[src/cht_pkg.sv]
// Shared constants, codes and controller/datapath interface types for the hash table engine.
package cht_pkg;

  localparam int BUCKETS_DEF    = 256;
  localparam int KEY_BITS_DEF   = 32;
  localparam int VALUE_BITS_DEF = 32;

  // request codes
  localparam logic [1:0] REQ_LOOKUP = 2'd0;
  localparam logic [1:0] REQ_ADD    = 2'd1;
  localparam logic [1:0] REQ_REMOVE = 2'd2;

  // result status codes
  localparam logic [1:0] ST_OK        = 2'd0;
  localparam logic [1:0] ST_NOT_FOUND = 2'd1;
  localparam logic [1:0] ST_FULL      = 2'd2;

  // link/used memory write operations
  localparam logic [2:0] MW_NONE       = 3'd0;
  localparam logic [2:0] MW_HEAD_NEW   = 3'd1;
  localparam logic [2:0] MW_HEAD_EMPTY = 3'd2;
  localparam logic [2:0] MW_PREV_LINK  = 3'd3;
  localparam logic [2:0] MW_CUR_NEW    = 3'd4;
  localparam logic [2:0] MW_LAST_LINK  = 3'd5;
  localparam logic [2:0] MW_CUR_FREE   = 3'd6;
  localparam logic [2:0] MW_HEAD_COPY  = 3'd7;

  // key/hash/value memory write operations
  localparam logic [1:0] DW_NONE      = 2'd0;
  localparam logic [1:0] DW_REQ_CUR   = 2'd1;
  localparam logic [1:0] DW_REQ_HEAD  = 2'd2;
  localparam logic [1:0] DW_COPY_HEAD = 2'd3;

  typedef struct packed {
    logic       clear_wr;
    logic       accept;
    logic       walk;
    logic [2:0] mw_op;
    logic [1:0] dw_op;
    logic       rd_free;
    logic       rd_cur_link;
    logic       pop_free;
    logic       res_load;
    logic [1:0] res_code;
    logic       res_found;
    logic       out_load;
  } cmd_t;

  typedef struct packed {
    logic       clear_last;
    logic       walk_done;
    logic       hit;
    logic       head_used;
    logic       free_empty;
    logic       cur_is_head;
    logic       cur_link_nil;
    logic [1:0] req_type;
    logic       out_busy;
  } stat_t;

endpackage

[src/cht_ctrl.sv]
// Controller state machine: clearing pass, chain walk and update sequencing.
module cht_ctrl import cht_pkg::*; (
  input  logic  clk,
  input  logic  rst,
  input  logic  in_valid,
  output logic  in_stall,
  input  stat_t st,
  output cmd_t  cmd
);

  localparam logic [3:0] S_CLEAR = 4'd0;
  localparam logic [3:0] S_IDLE  = 4'd1;
  localparam logic [3:0] S_WALK  = 4'd2;
  localparam logic [3:0] S_OP    = 4'd3;
  localparam logic [3:0] S_ADD2  = 4'd4;
  localparam logic [3:0] S_ADD3  = 4'd5;
  localparam logic [3:0] S_RMH   = 4'd6;
  localparam logic [3:0] S_FREE  = 4'd7;
  localparam logic [3:0] S_DONE  = 4'd8;

  logic [3:0] state, state_next;

  always_ff @(posedge clk) begin
    if (rst) begin
      state <= S_CLEAR;
    end else begin
      state <= state_next;
    end
  end

  assign in_stall = (state != S_IDLE);

  always_comb begin
    state_next = state;
    cmd = '0;
    cmd.mw_op = MW_NONE;
    cmd.dw_op = DW_NONE;
    cmd.res_code = ST_NOT_FOUND;
    unique case (state)
      S_CLEAR: begin
        cmd.clear_wr = 1'b1;
        if (st.clear_last) state_next = S_IDLE;
      end
      S_IDLE: begin
        if (in_valid) begin
          cmd.accept = 1'b1;
          state_next = S_WALK;
        end
      end
      S_WALK: begin
        cmd.walk = 1'b1;
        if (st.walk_done) state_next = S_OP;
      end
      S_OP: begin
        cmd.res_load = 1'b1;
        state_next = S_DONE;
        unique case (st.req_type)
          REQ_LOOKUP: begin
            cmd.res_code  = st.hit ? ST_OK : ST_NOT_FOUND;
            cmd.res_found = st.hit;
          end
          REQ_ADD: begin
            cmd.res_code = ST_OK;
            priority if (st.hit) begin
              cmd.dw_op = DW_REQ_CUR;
            end else if (!st.head_used) begin
              cmd.dw_op = DW_REQ_HEAD;
              cmd.mw_op = MW_HEAD_NEW;
            end else if (st.free_empty) begin
              cmd.res_code = ST_FULL;
            end else begin
              cmd.res_load = 1'b0;
              cmd.rd_free  = 1'b1;
              state_next   = S_ADD2;
            end
          end
          REQ_REMOVE: begin
            if (st.hit) begin
              cmd.res_code  = ST_OK;
              cmd.res_found = 1'b1;
              priority if (st.cur_is_head && st.cur_link_nil) begin
                cmd.mw_op = MW_HEAD_EMPTY;
              end else if (st.cur_is_head) begin
                cmd.rd_cur_link = 1'b1;
                state_next = S_RMH;
              end else begin
                cmd.mw_op  = MW_PREV_LINK;
                state_next = S_FREE;
              end
            end
          end
          default: begin
            cmd.res_code = ST_NOT_FOUND;
          end
        endcase
      end
      S_ADD2: begin
        cmd.pop_free = 1'b1;
        cmd.mw_op    = MW_CUR_NEW;
        cmd.dw_op    = DW_REQ_CUR;
        state_next   = S_ADD3;
      end
      S_ADD3: begin
        cmd.mw_op    = MW_LAST_LINK;
        cmd.res_load = 1'b1;
        cmd.res_code = ST_OK;
        state_next   = S_DONE;
      end
      S_RMH: begin
        cmd.mw_op  = MW_HEAD_COPY;
        cmd.dw_op  = DW_COPY_HEAD;
        state_next = S_FREE;
      end
      S_FREE: begin
        cmd.mw_op  = MW_CUR_FREE;
        state_next = S_DONE;
      end
      S_DONE: begin
        if (!st.out_busy) begin
          cmd.out_load = 1'b1;
          state_next   = S_IDLE;
        end
      end
      default: begin
        state_next = S_IDLE;
      end
    endcase
  end

endmodule

[config.mk]
export PLATFORM = sky130hd
export DESIGN_NAME = cht_ctrl
export DESIGN_NICKNAME = d
export VERILOG_FILES = /design/src/cht_pkg.sv /design/src/cht_ctrl.sv
export SDC_FILE = /design/constraint.sdc
export NUM_CORES = 1
export LEC_CHECK = 0
export ABC_AREA = 1
export BUFFER_PORTS_ARGS = -buffer_cell sky130_fd_sc_hd__buf_2
export CAP_MARGIN = 25
export CORE_UTILIZATION = 40
export CTS_BUF_LIST = sky130_fd_sc_hd__clkbuf_4
export DETAILED_ROUTE_END_ITERATION = 10
export GPL_TIMING_DRIVEN = 0
export PLACE_DENSITY = 0.78
export SLEW_MARGIN = 20
export SYNTH_ARGS = -nofsm -noshare
export SYNTH_HDL_FRONTEND = slang
export SYNTH_SLANG_ARGS = --single-unit
[constraint.sdc]
create_clock -name clk -period 1.74 [get_ports clk]
set_input_delay 0.348 -clock clk [delete_from_list [all_inputs] [get_ports clk]]
set_output_delay 0.348 -clock clk [all_outputs]
set_load 0.02 [all_outputs]
==> results of run 1 <==
## timing repair
item,in CTS,in global routing
endpoints found under the hold margin,0,0
setup endpoints to repair,5,8
pin swaps,4,6
gates resized for setup,24,20
hold buffers,0,0
setup buffers,6,3
## logic make-up after synthesis
| kind of cell | Yosys count | synth area share (%) |
|---|---|---|
| buf+inv | 21 | 13.6 |
| flops | 4 | 13.8 |
| simple gates | 62 | 50.5 |
| fa+ha+maj | 5 | 10.8 |
| compound gates | 11 | 11.2 |
## synth_stat cells (all sizes together)
| cell type | n |
|---|---|
| a21oi | 5 |
| nor4 | 3 |
| dfxtp | 4 |
| o21ai | 2 |
| or2 | 1 |
| nor2 | 17 |
| nand4 | 1 |
| a31oi | 1 |
| nand3b | 1 |
| nor3 | 2 |
| o22ai | 2 |
| ha | 5 |
| o31ai | 1 |
| nand2 | 26 |
| inv | 21 |
| nand3 | 11 |
## power breakdown
group	total [mW]	leakage [nW]	switching [mW]	internal, mW
Combinational	0.256	0.475	0.160	0.0963
Sequential	0.130	0.0343	0.0253	0.104
Clock	0.122	0.0138	0.0443	0.0776
## worst max path at each step
stage / start / to / slack [ns]
floorplan: st[2] / cmd[9] / 0.005
global placement: st[2] / cmd[10] / -0.18
detailed placement: st[2] / cmd[10] / -0.20
CTS: st[2] / cmd[4] / 0.0005
global route: state[3]$_SDFFE_PP0P_ / cmd[8] / -0.08
finish: state[3]$_SDFFE_PP0P_ / cmd[8] / -0.07
## metrics by stage
step	util [%]	instance area [um2]	total power, mW	hold WS [ns]	setup WS, ns
global route	73.6	970	0.535	0.291	-0.0808
detailed placement	57.4	756	0.333	0.537	-0.201
finish	73.6	970	0.508	0.294	-0.0740
floorplan	-	592	0.268	0.410	0.00506
global placement	57.4	756	0.329	0.539	-0.178
CTS	67.2	886	0.467	0.288	0.000468
## worst max-delay path, cell delays in order (launching register included)
cell     delay [ns]
dfxtp_2        0.33
nor2_4         0.15
nand3_4        0.17
o31ai_1        0.34
buf_2          0.23
## routing by layer
metal | GRT usage, % | vias to the layer above | part of all wire [%]
li1 | - | 410 | -
met1 | 28.7 | 391 | 38
met2 | 46.8 | 59 | 50
met3 | 3.33 | 12 | 6.9
met4 | 2.59 | 0 | 4.7
met5 | 0 | - | 0
## cell type report
| cell class | instances | area (um2) | share of cell area, % |
|---|---|---|---|
| Clock buffer | 3 | 22.5 | 2.32 |
| Inverter | 21 | 86.3 | 8.90 |
| Multi-Input combinational cell | 78 | 505 | 52.1 |
| Sequential cell | 4 | 85.1 | 8.77 |
| Tap cell | 15 | 18.8 | 1.94 |
| Timing Repair Buffer | 37 | 251 | 25.9 |
==> summary by stage, run 1 <==
Run status
The run finished, with violations left. The checks that failed: negative setup slack.

Layout
The net count of the finished layout is about 160. The register with the most flip-flops in the layout has 4 of them. Counting flops per register, the top entry is state.

The largest registers in the layout are state: 4 flops. The count of filler cells inserted in the layout is 103. Relative to the synthesized area, the layout overhead comes to 67.4%. In the final layout, the share of cells above drive strength 1 is approximately 50%.

The library cell used most frequently in the layout, excluding fill and tap cells, is nand2_1. In the layout the commonest cells are 23 x nand2_1, 21 x buf_2, 14 x inv_1, 10 x nor2_1, 10 x buf_4. The diode insertion count for antenna repair is 0. Excluding fillers, the count of instances in the completed layout stands at around 160.

Timing
The total count of hold-check failures in the final report is 0. The post-route clock skew is around 0.0039 ns. The max-slew violation count was 0. In the final timing run, aggregate negative setup slack is -0.0740 ns. The final count of negative-setup-slack endpoints is 1. Across all setup checks in the final design, the least slack found is -0.0740 ns. Setup repair after global routing could not meet its margin everywhere. The final critical delay including setup and external delays is ~1.8 ns. The tightest slew margin relative to the limit is between 70% and 80%. The final critical-path share of the clock period is 104%. For the pin with the worst max-slew slack, the measured transition is approximately 0.33 ns. The achievable clock frequency is 551 MHz.

Synthesis
The netlist area before placement is 579 um2. The cell type contributing the most total cell area after synthesis is nand2_1. The sequential cell area fraction in the yosys report is about 14%. The netlist uses 21 different library cells.

The post-synthesis instance total is between 100 and 150. After synthesis, the mean cell area works out to ~5.6 um2. The area fraction of the dominant cell type after synthesis is roughly 17%. The synthesized flop and latch total is 4. The post-synthesis net count is around 120. Yosys printed 0 warnings. By area the synthesized netlist is led by nand2_1 17%, dfxtp_1 14%, inv_1 12%, ha_1 11%, nand3_1 8.6%.

Clock network
The clock transition at the register clock pins on the worst setup and hold paths after CTS is 0.04 ns. The cell sitting at the root of the clock tree is a clkbuf_4. CTS saw 4 sinks. The latest clock arrival within the worst-skew pair is roughly 0.24 ns. The buffer depth of the longest clock path is 2.

In this run the number of H-tree levels came out at 1. Counting the buffers created by CTS gives 3. TritonCTS built the clock tree.

Floorplan
In this run the core area contains 13 standard-cell rows. Measured along the x axis, the die boundary spans around 40 um. The area inside the core boundary is approximately 1300 um2. The initial core utilization is 44.0%. The floorplan step defined a die boundary enclosing 1600 um2. From bottom edge to top edge, the die measures 40.1 um. 30 I/O pins were placed.

Detailed routing
The via-per-instance ratio is ~5.5. The final layout contains routed wiring with a total length of about 2100 um. The DRC violations left is 0. The first detailed-routing pass ran for 4 iterations.

The routed layout has about 870 vias. The detail route stage leaves a number of antenna-violating nets equal to 0. The routed wirelength normalized by instance count is around 13 um. In this run, the number of DRC markers left after iteration 0 of detailed routing was 32.

Min path
The endpoint with the worst hold slack is state[1]$_SDFFE_PP0P_. The critical hold path startpoint is rst. The worst hold path passes through 2 cells. The class of the tightest hold or removal check is input pin to flop.

Global route
The maximum number of pins on one net before global-route repair is 8. The via count of the first global-routing pass is 653. The total overflow left after global routing is 0. Global routing used between 20% and 30% of the available tracks.

The initial antenna violation count is 0. The first global-routing pass estimated 2660 um of wire.

Place
The number of input and output port buffers inserted is 29. The final weighted congestion in routability-driven placement is 0.806. Including well taps, the total number of placed cells is about 150. The wire-length estimate of the detail-placed layout is approximately 1300 um.

Job
The max-capacitance violation count is 0.

Critical path
The worst flop-to-flop path endpoint is state[1]$_SDFFE_PP0P_. The worst reg2reg path startpoint is state[2]$_SDFFE_PP0P_. The worst register-to-register path has a depth of 7. The arrival time of the worst setup path is approximately 1.5 ns. Data on the critical path is required at its endpoint by 1.39 ns. For flop-to-flop paths, the worst setup slack is 0.51 ns. The largest fanout on the critical path is 7. The kind of capture point of the worst setup path is an output port. STA classifies the critical path startpoint as a flop.

The worst setup path is of the flop to output port kind.

Pwr
The analysis attributes to cell leakage a power of 0.523 nW. Across the VDD grid, the largest voltage drop is 0.000395 V. The power density relative to cell area is between 500 and 600 nW/um2.
(Power assumes the default switching activity.)
==> run 2: changes to the inputs <==
--- a/config.mk
+++ b/config.mk
@@ -13,6 +13,7 @@
 export DETAILED_ROUTE_END_ITERATION = 10
 export GPL_TIMING_DRIVEN = 0
 export PLACE_DENSITY = 0.78
+export SETUP_SLACK_MARGIN = 0.02
 export SLEW_MARGIN = 20
 export SYNTH_ARGS = -nofsm -noshare
 export SYNTH_HDL_FRONTEND = slang
==> summary by stage, run 2 (synthesized netlist as in run 1, its figures left out) <==
Run status
The run finished, with violations left. The final reports fail on negative setup slack.

Critical path
The worst flop-to-flop path endpoint is state[1]$_SDFFE_PP0P_. Of all nets on the critical path, the largest fanout is 2. The kind of capture point of the worst setup path is an output port. In this run the register-to-register setup slack is around 0.44 ns.

By startpoint and endpoint, the worst setup path is classified as input pin to output port. The sort of element at the start of the critical path is an input pin. The required time reported for the critical path endpoint is around 1.4 ns. The arrival time of the worst setup path is between 1 and 1.5 ns. The worst reg2reg path startpoint is state[2]$_SDFFE_PP0P_. The number of cells on the worst reg-to-reg path is 8.

Floorplan
The die height is between 40 and 50 um. The I/O pin count is 30. The die area is about 1600 um2. The initial core utilization is 44.0%.

From left edge to right edge, the die measures roughly 40 um. The core region is around 1300 um2. The site row count is 13.

Place
The placement-stage worst setup slack is -0.235 ns. The instance area after placement is 762 um2. After legalization and detailed placement, the total HPWL measured approximately 1200 um. Port buffering added 29 buffers. The final weighted congestion in routability-driven placement is between 0.8 and 0.9.

Detailed routing
The routed layout has 832 vias. Dividing the detail-routed via count by the number of cells gives just over 5. In the final routed layout, each cell accounts on average for approximately 12 um. For this run, the detailed router's first-pass iteration total came to 4. After detailed routing, the number of remaining DRC violations is 0.

The wire length reported by the detailed router is between 1500 and 2000 um. The remaining number of nets flagged by the antenna check after routing is 0. The detailed router finished its first iteration with 16 violations.

Timing
The final critical delay including setup and external delays is between 1.5 and 2 ns. The total count of hold-check failures in the final report was 0. The final count of negative-setup-slack endpoints is 1. In the post-route analysis, the smallest setup slack over all paths is -0.0145 ns. The max-slew violation count is 0. The achievable clock frequency is between 500 and 600 MHz. After layout, the worst path uses 101% of the clock period. The clock arrives with 0.000941 ns of skew. On the final layout, the worst hold slack is 0.302 ns. For the pin with the worst max-slew slack, the measured transition is about 0.19 ns. Setup repair after global routing could not meet its margin everywhere. The tightest slew margin relative to the limit is around 87%.

Pwr
The power density relative to cell area is 497 nW/um2. The leakage dissipation is ~0.53 nW. IR analysis of the VDD net gives a maximum drop of between 0.0006 and 0.0007 V.

Layout
The filler cells instantiated in the layout total 104. In the final layout, the registers with the most flip-flops are state: 4 flops. The final layout contains around 170 nets.

The register bank with the most flops is state. The ratio of cells with drive above 1 in the final layout is 55.1%. The register with the most flip-flops in the layout has 4 of them.

The top cell types in the final layout, fill and taps aside, are 23 x buf_2, 22 x nand2_1, 14 x buf_4, 13 x inv_1, 10 x nor2_1. The area growth from synthesis to layout is 70.2%. The diode insertion count for antenna repair is 0. The area of all placed cells without fillers is around 1000 um2.

The library cell used most frequently in the layout, excluding fill and tap cells, is buf_2.

Job
Max-cap violations in this run came to 0.

Min path
The worst hold path terminates at state[1]$_SDFFE_PP0P_. The tightest min-delay check is of the input pin to flop type. Along the worst hold path, the cell count comes to 2.

The critical hold path startpoint is rst.

Clock network
The number of sinks handled by clock tree synthesis is 4. After clock tree synthesis, the flow added hold-fix buffers numbering 0. The H-tree level count is 1.

The clock tree root buffer cell is clkbuf_4. At the later pin of the worst-skew pair, clock insertion delay measures approximately 0.23 ns. The clock transition at the register clock pins on the worst setup and hold paths after CTS is around 0.030 ns. In this run, CTS created clock tree buffers numbering 3. TritonCTS built the clock tree. The buffer depth of the longest clock path is 2.

Global route
The total routing resource utilization after global routing is 23.0%. Entering global routing, the biggest net connects 8 pins. The via count of the first global-routing pass is 680. The first global-routing pass estimated between 2000 and 3000 um of wire. For this run the aggregate overflow at the end of global routing stands at 0.

The initial antenna violation count was 0.
==> run 2: how the worst max path moves through the flow <==
stage	start	to	slack [ns]	cells past startpoint
6_report	st[2]	cmd[10]	-0.01	11
3_3_place_gp	st[2]	cmd[10]	-0.19	11
5_1_grt	st[2]	cmd[10]	-0.05	11
3_5_place_dp	st[2]	cmd[10]	-0.23	11
2_1_floorplan	state[2]$_SDFFE_PP0P_	cmd[4]	0.03	4
4_1_cts	st[2]	cmd[10]	-0.02	11
==> run 2: cell type report <==
| type | count | area [um2] | area share (%) |
|---|---|---|---|
| clock buffers | 3 | 22.5 | 2.28 |
| well taps | 15 | 18.8 | 1.90 |
| repair buffers | 41 | 269 | 27.3 |
| inverters | 21 | 83.8 | 8.50 |
| flip-flops and latches | 4 | 87.6 | 8.88 |
| multi-input cells | 78 | 504 | 51.1 |
==> run 2: worst max-delay path: stages <==
cell,delay [ns]
buf_8,0.10
inv_4,0.05
ha_4,0.13
inv_2,0.04
nor2_2,0.10
inv_1,0.07
or2_4,0.25
nand2_2,0.07
nand3_2,0.06
nand2_2,0.07
buf_6,0.11
==> run 2: layer usage <==
metal / global-route usage, % / share of wire [%] / vias up
met4: 6.03 / 2.3 / 0
met2: 43.1 / 51 / 33
li1: - / - / 417
met3: 5.00 / 5.7 / 6
met5: 0 / 0 / -
met1: 25.4 / 41 / 376
==> run 2: metrics by stage <==
stage	TNS (ns)	total power [mW]	utilization [%]	std cells
2_1_floorplan	0	0.270	-	103
3_3_place_gp	-0.297	0.330	57.8	147
3_5_place_dp	-0.383	0.333	57.8	147
4_1_cts	-0.0167	0.467	67.4	157
5_1_grt	-0.106	0.532	74.8	162
6_report	-0.0145	0.490	74.8	162
==> run 2: power by group <==
part | internal [mW] | switching (mW) | total, mW
combinational | 0.0982 | 0.155 | 0.253
clock | 0.0768 | 0.0327 | 0.110
sequential | 0.103 | 0.0245 | 0.127
==> run 2: repair_timing <==
action,CTS,global route
pin swaps,5,7
endpoints found under the setup margin,6,9
gates resized for setup,19,22
buffers inserted,7,5
==> run 3: changes to the inputs <==
--- a/config.mk
+++ b/config.mk
@@ -6,7 +6,7 @@
 export NUM_CORES = 1
 export LEC_CHECK = 0
 export ABC_AREA = 1
-export BUFFER_PORTS_ARGS = -buffer_cell sky130_fd_sc_hd__buf_2
+export BUFFER_PORTS_ARGS = -buffer_cell sky130_fd_sc_hd__buf_4
 export CAP_MARGIN = 25
 export CORE_UTILIZATION = 40
 export CTS_BUF_LIST = sky130_fd_sc_hd__clkbuf_4
==> summary by stage, run 3 (synthesized netlist as in run 1, its figures left out) <==
Detailed routing
The remaining number of nets flagged by the antenna check after routing is 0. The length of the first detailed-routing pass in iterations is 4. The via-per-instance ratio is between 4 and 5. Dividing the detail-routed wire length by the instance count gives 11.8 um.

Wires add up to between 1500 and 2000 um. The DRC violations left is 0. For this block, the initial DRC count from the detailed router was 15. The total via count in the routed design is between 700 and 800.

Clock network
The clock passes through at most 2 buffers. The number of buffers created by CTS is 3. In this run the number of H-tree levels came out at 1. The hold buffer count at CTS is 0. The clock drives 4 sinks. For the worst-skew pair, the clock arrives at the later sink with an insertion delay of around 0.24 ns.

Clock tree synthesis selected as its root buffer the cell clkbuf_4. TritonCTS built the clock tree. Clock-pin slew was measured on the worst setup and hold paths at approximately 0.040 ns.

Layout
0 antenna diodes ended up in the layout. Leaving out fill and tap cells, the most frequent cells in the layout are 33 x buf_4, 24 x nand2_1, 13 x inv_1, 10 x nor2_1, 10 x nand3_1. state holds more flip-flops than any other register. Summing all non-filler instances in the final layout gives an area of 981 um2.

In the final layout, the registers with the most flip-flops are state: 4 flops. Compared with the post-synthesis result, the final layout area differs by 69.3%. Cells with a size suffix above 1 make up between 40% and 50% of the layout. Fill cells in the final layout number 118. The most frequent standard cell in the layout excluding fill and tap cells is buf_4. The number of flip-flops in the largest register is 4. At the end of the flow, the number of nets in the layout was 162.

Timing
The total count of hold-check failures in the final report is 0. The total negative setup slack is 0 ns. The max-slew violation count was 0. For the pin with the worst max-slew slack, the measured transition is around 0.30 ns. Between clock sinks in the finished design, the worst skew comes to 0.00526 ns. The final worst setup slack is approximately 0.025 ns. For the finished layout, the period the worst path requires is 1.72 ns. Timing would allow up to around 580 MHz. Setup repair after global routing could not meet its margin everywhere.

The tightest hold path in the finished design has a slack of 0.276 ns. Setup violations remaining at the end of the flow were counted as 0. The tightest slew margin relative to the limit is 80.0%.

The final critical-path share of the clock period is a little over nine tenths.

Global route
The initial antenna violation count was 0. The via count of the first global-routing pass is roughly 640. After global routing the overflow that remains totals 0.

Entering global routing, the biggest net connects 8 pins. The first global-routing pass estimated roughly 2600 um of wire. Global routing used 24.9% of the available tracks.

Pwr
The power consumption is between 0.5 and 0.6 mW. Net switching is between 40% and 50% of the power. In this run, flip-flops and latches consume 25.2% of the power. In this run, the clock network consumes 23.2% of the power. The power density relative to cell area is ~500 nW/um2. The combinational fraction of design power is ~52%. The cell internal power dissipation is between 0.2 and 0.3 mW. VDD sags by at most 0.000464 V. The switching power of the nets is roughly 0.22 mW. The leakage dissipation is roughly 0.52 nW.

Place
The instance area after placement is 835 um2. The count of buffers added on input and output ports is 29. The final weighted congestion in routability-driven placement is just over 0.8. The detailed placer's ending HPWL is ~1300 um. The placement-stage worst setup slack is -0.188 ns.

Floorplan
The site row count is 13. The area inside the core boundary is around 1300 um2. For this design the top-level I/O count stands at 30. The die covers around 1600 um2. The initial core utilization is a little over two fifths.

The die is between 40 and 50 um tall. In this run the horizontal extent of the chip is 40.1 um.

Run status
The flow ran to the end, and the final reports show no timing, DRC or antenna violations.

Critical path
The critical path launch point is state[2]$_SDFFE_PP0P_. The required time reported for the critical path endpoint is approximately 1.4 ns. In this run the worst path has a maximum fanout of 7. The worst setup path category is flop to output port. The sort of element at the start of the critical path is a flop. The worst reg-to-reg path cell count is 7. The arrival time of the worst setup path is 1.37 ns. The worst reg2reg path startpoint is state[2]$_SDFFE_PP0P_. STA classifies the critical path endpoint as an output port.

Min path
The class of the tightest hold or removal check is input pin to flop. Along the worst hold path, the cell count comes to 2. The critical hold path startpoint is rst.

Job
The max-capacitance violation count is 0.
run 3: changes by cell type in the layout (fill, tap and decap cells not counted), moves of 2 or more:
cell     before  now
buf_2        23    0
buf_4        14   33
nand2_1      22   24
nand2_2       4    2
nand3_1       7   10
nand3_2       3    0
run 3: final timing paths:
check | to | slack, ns
max | cmd[8] | 0.02
min | state[1]$_SDFFE_PP0P_ | 0.28
max reg2reg | state[1]$_SDFFE_PP0P_ | 0.56
min reg2reg | state[0]$_SDFFE_PP0P_ | 0.63
run 3: final cells by class:
type                       count  area [um2]  area share (%)
inverter                      21        83.8            8.55
sequential                     4        87.6            8.93
tap                           15        18.8            1.91
multi-input combinational     78         483            49.2
clock buffer                   3        22.5            2.30
timing repair buffer          36         285            29.1
run 3: routing by layer:
metal / vias up / track usage [%] / routed length [um]
met3: 4 / 5.00 / 100
met5: - / 0 / 0
met1: 342 / 29.8 / 817
li1: 410 / - / -
met2: 28 / 42.7 / 903
met4: 0 / 10.3 / 28
run 3: power groups by stage:
stage                     Sequential, mW  Clock (mW)  Combinational, mW
after floorplan                    0.121           0              0.148
after global placement             0.125           0              0.228
after detailed placement           0.126           0              0.232
after CTS                          0.128       0.118              0.247
after global routing               0.129       0.128              0.289
final                              0.127       0.117              0.261
run 3: repair_timing:
action	CTS	global route
setup endpoints to repair	6	9
gates resized for setup	18	10
pin swaps	6	5
gates cloned	0	0
setup buffers	5	2
hold endpoints to repair	0	0
run 3: worst max-delay path, cell delays in order, from the launching register on:
cell	delay, ns
dfxtp_4	0.36
nor2_4	0.11
nand3_4	0.14
o31ai_1	0.31
buf_4	0.20
run 3: per-stage QoR:
stage	std cells	util [%]
final	157	74.5
after detailed placement	147	63.3
after global routing	157	74.5
after floorplan	103	-
after global placement	147	63.3
after CTS	155	71.2
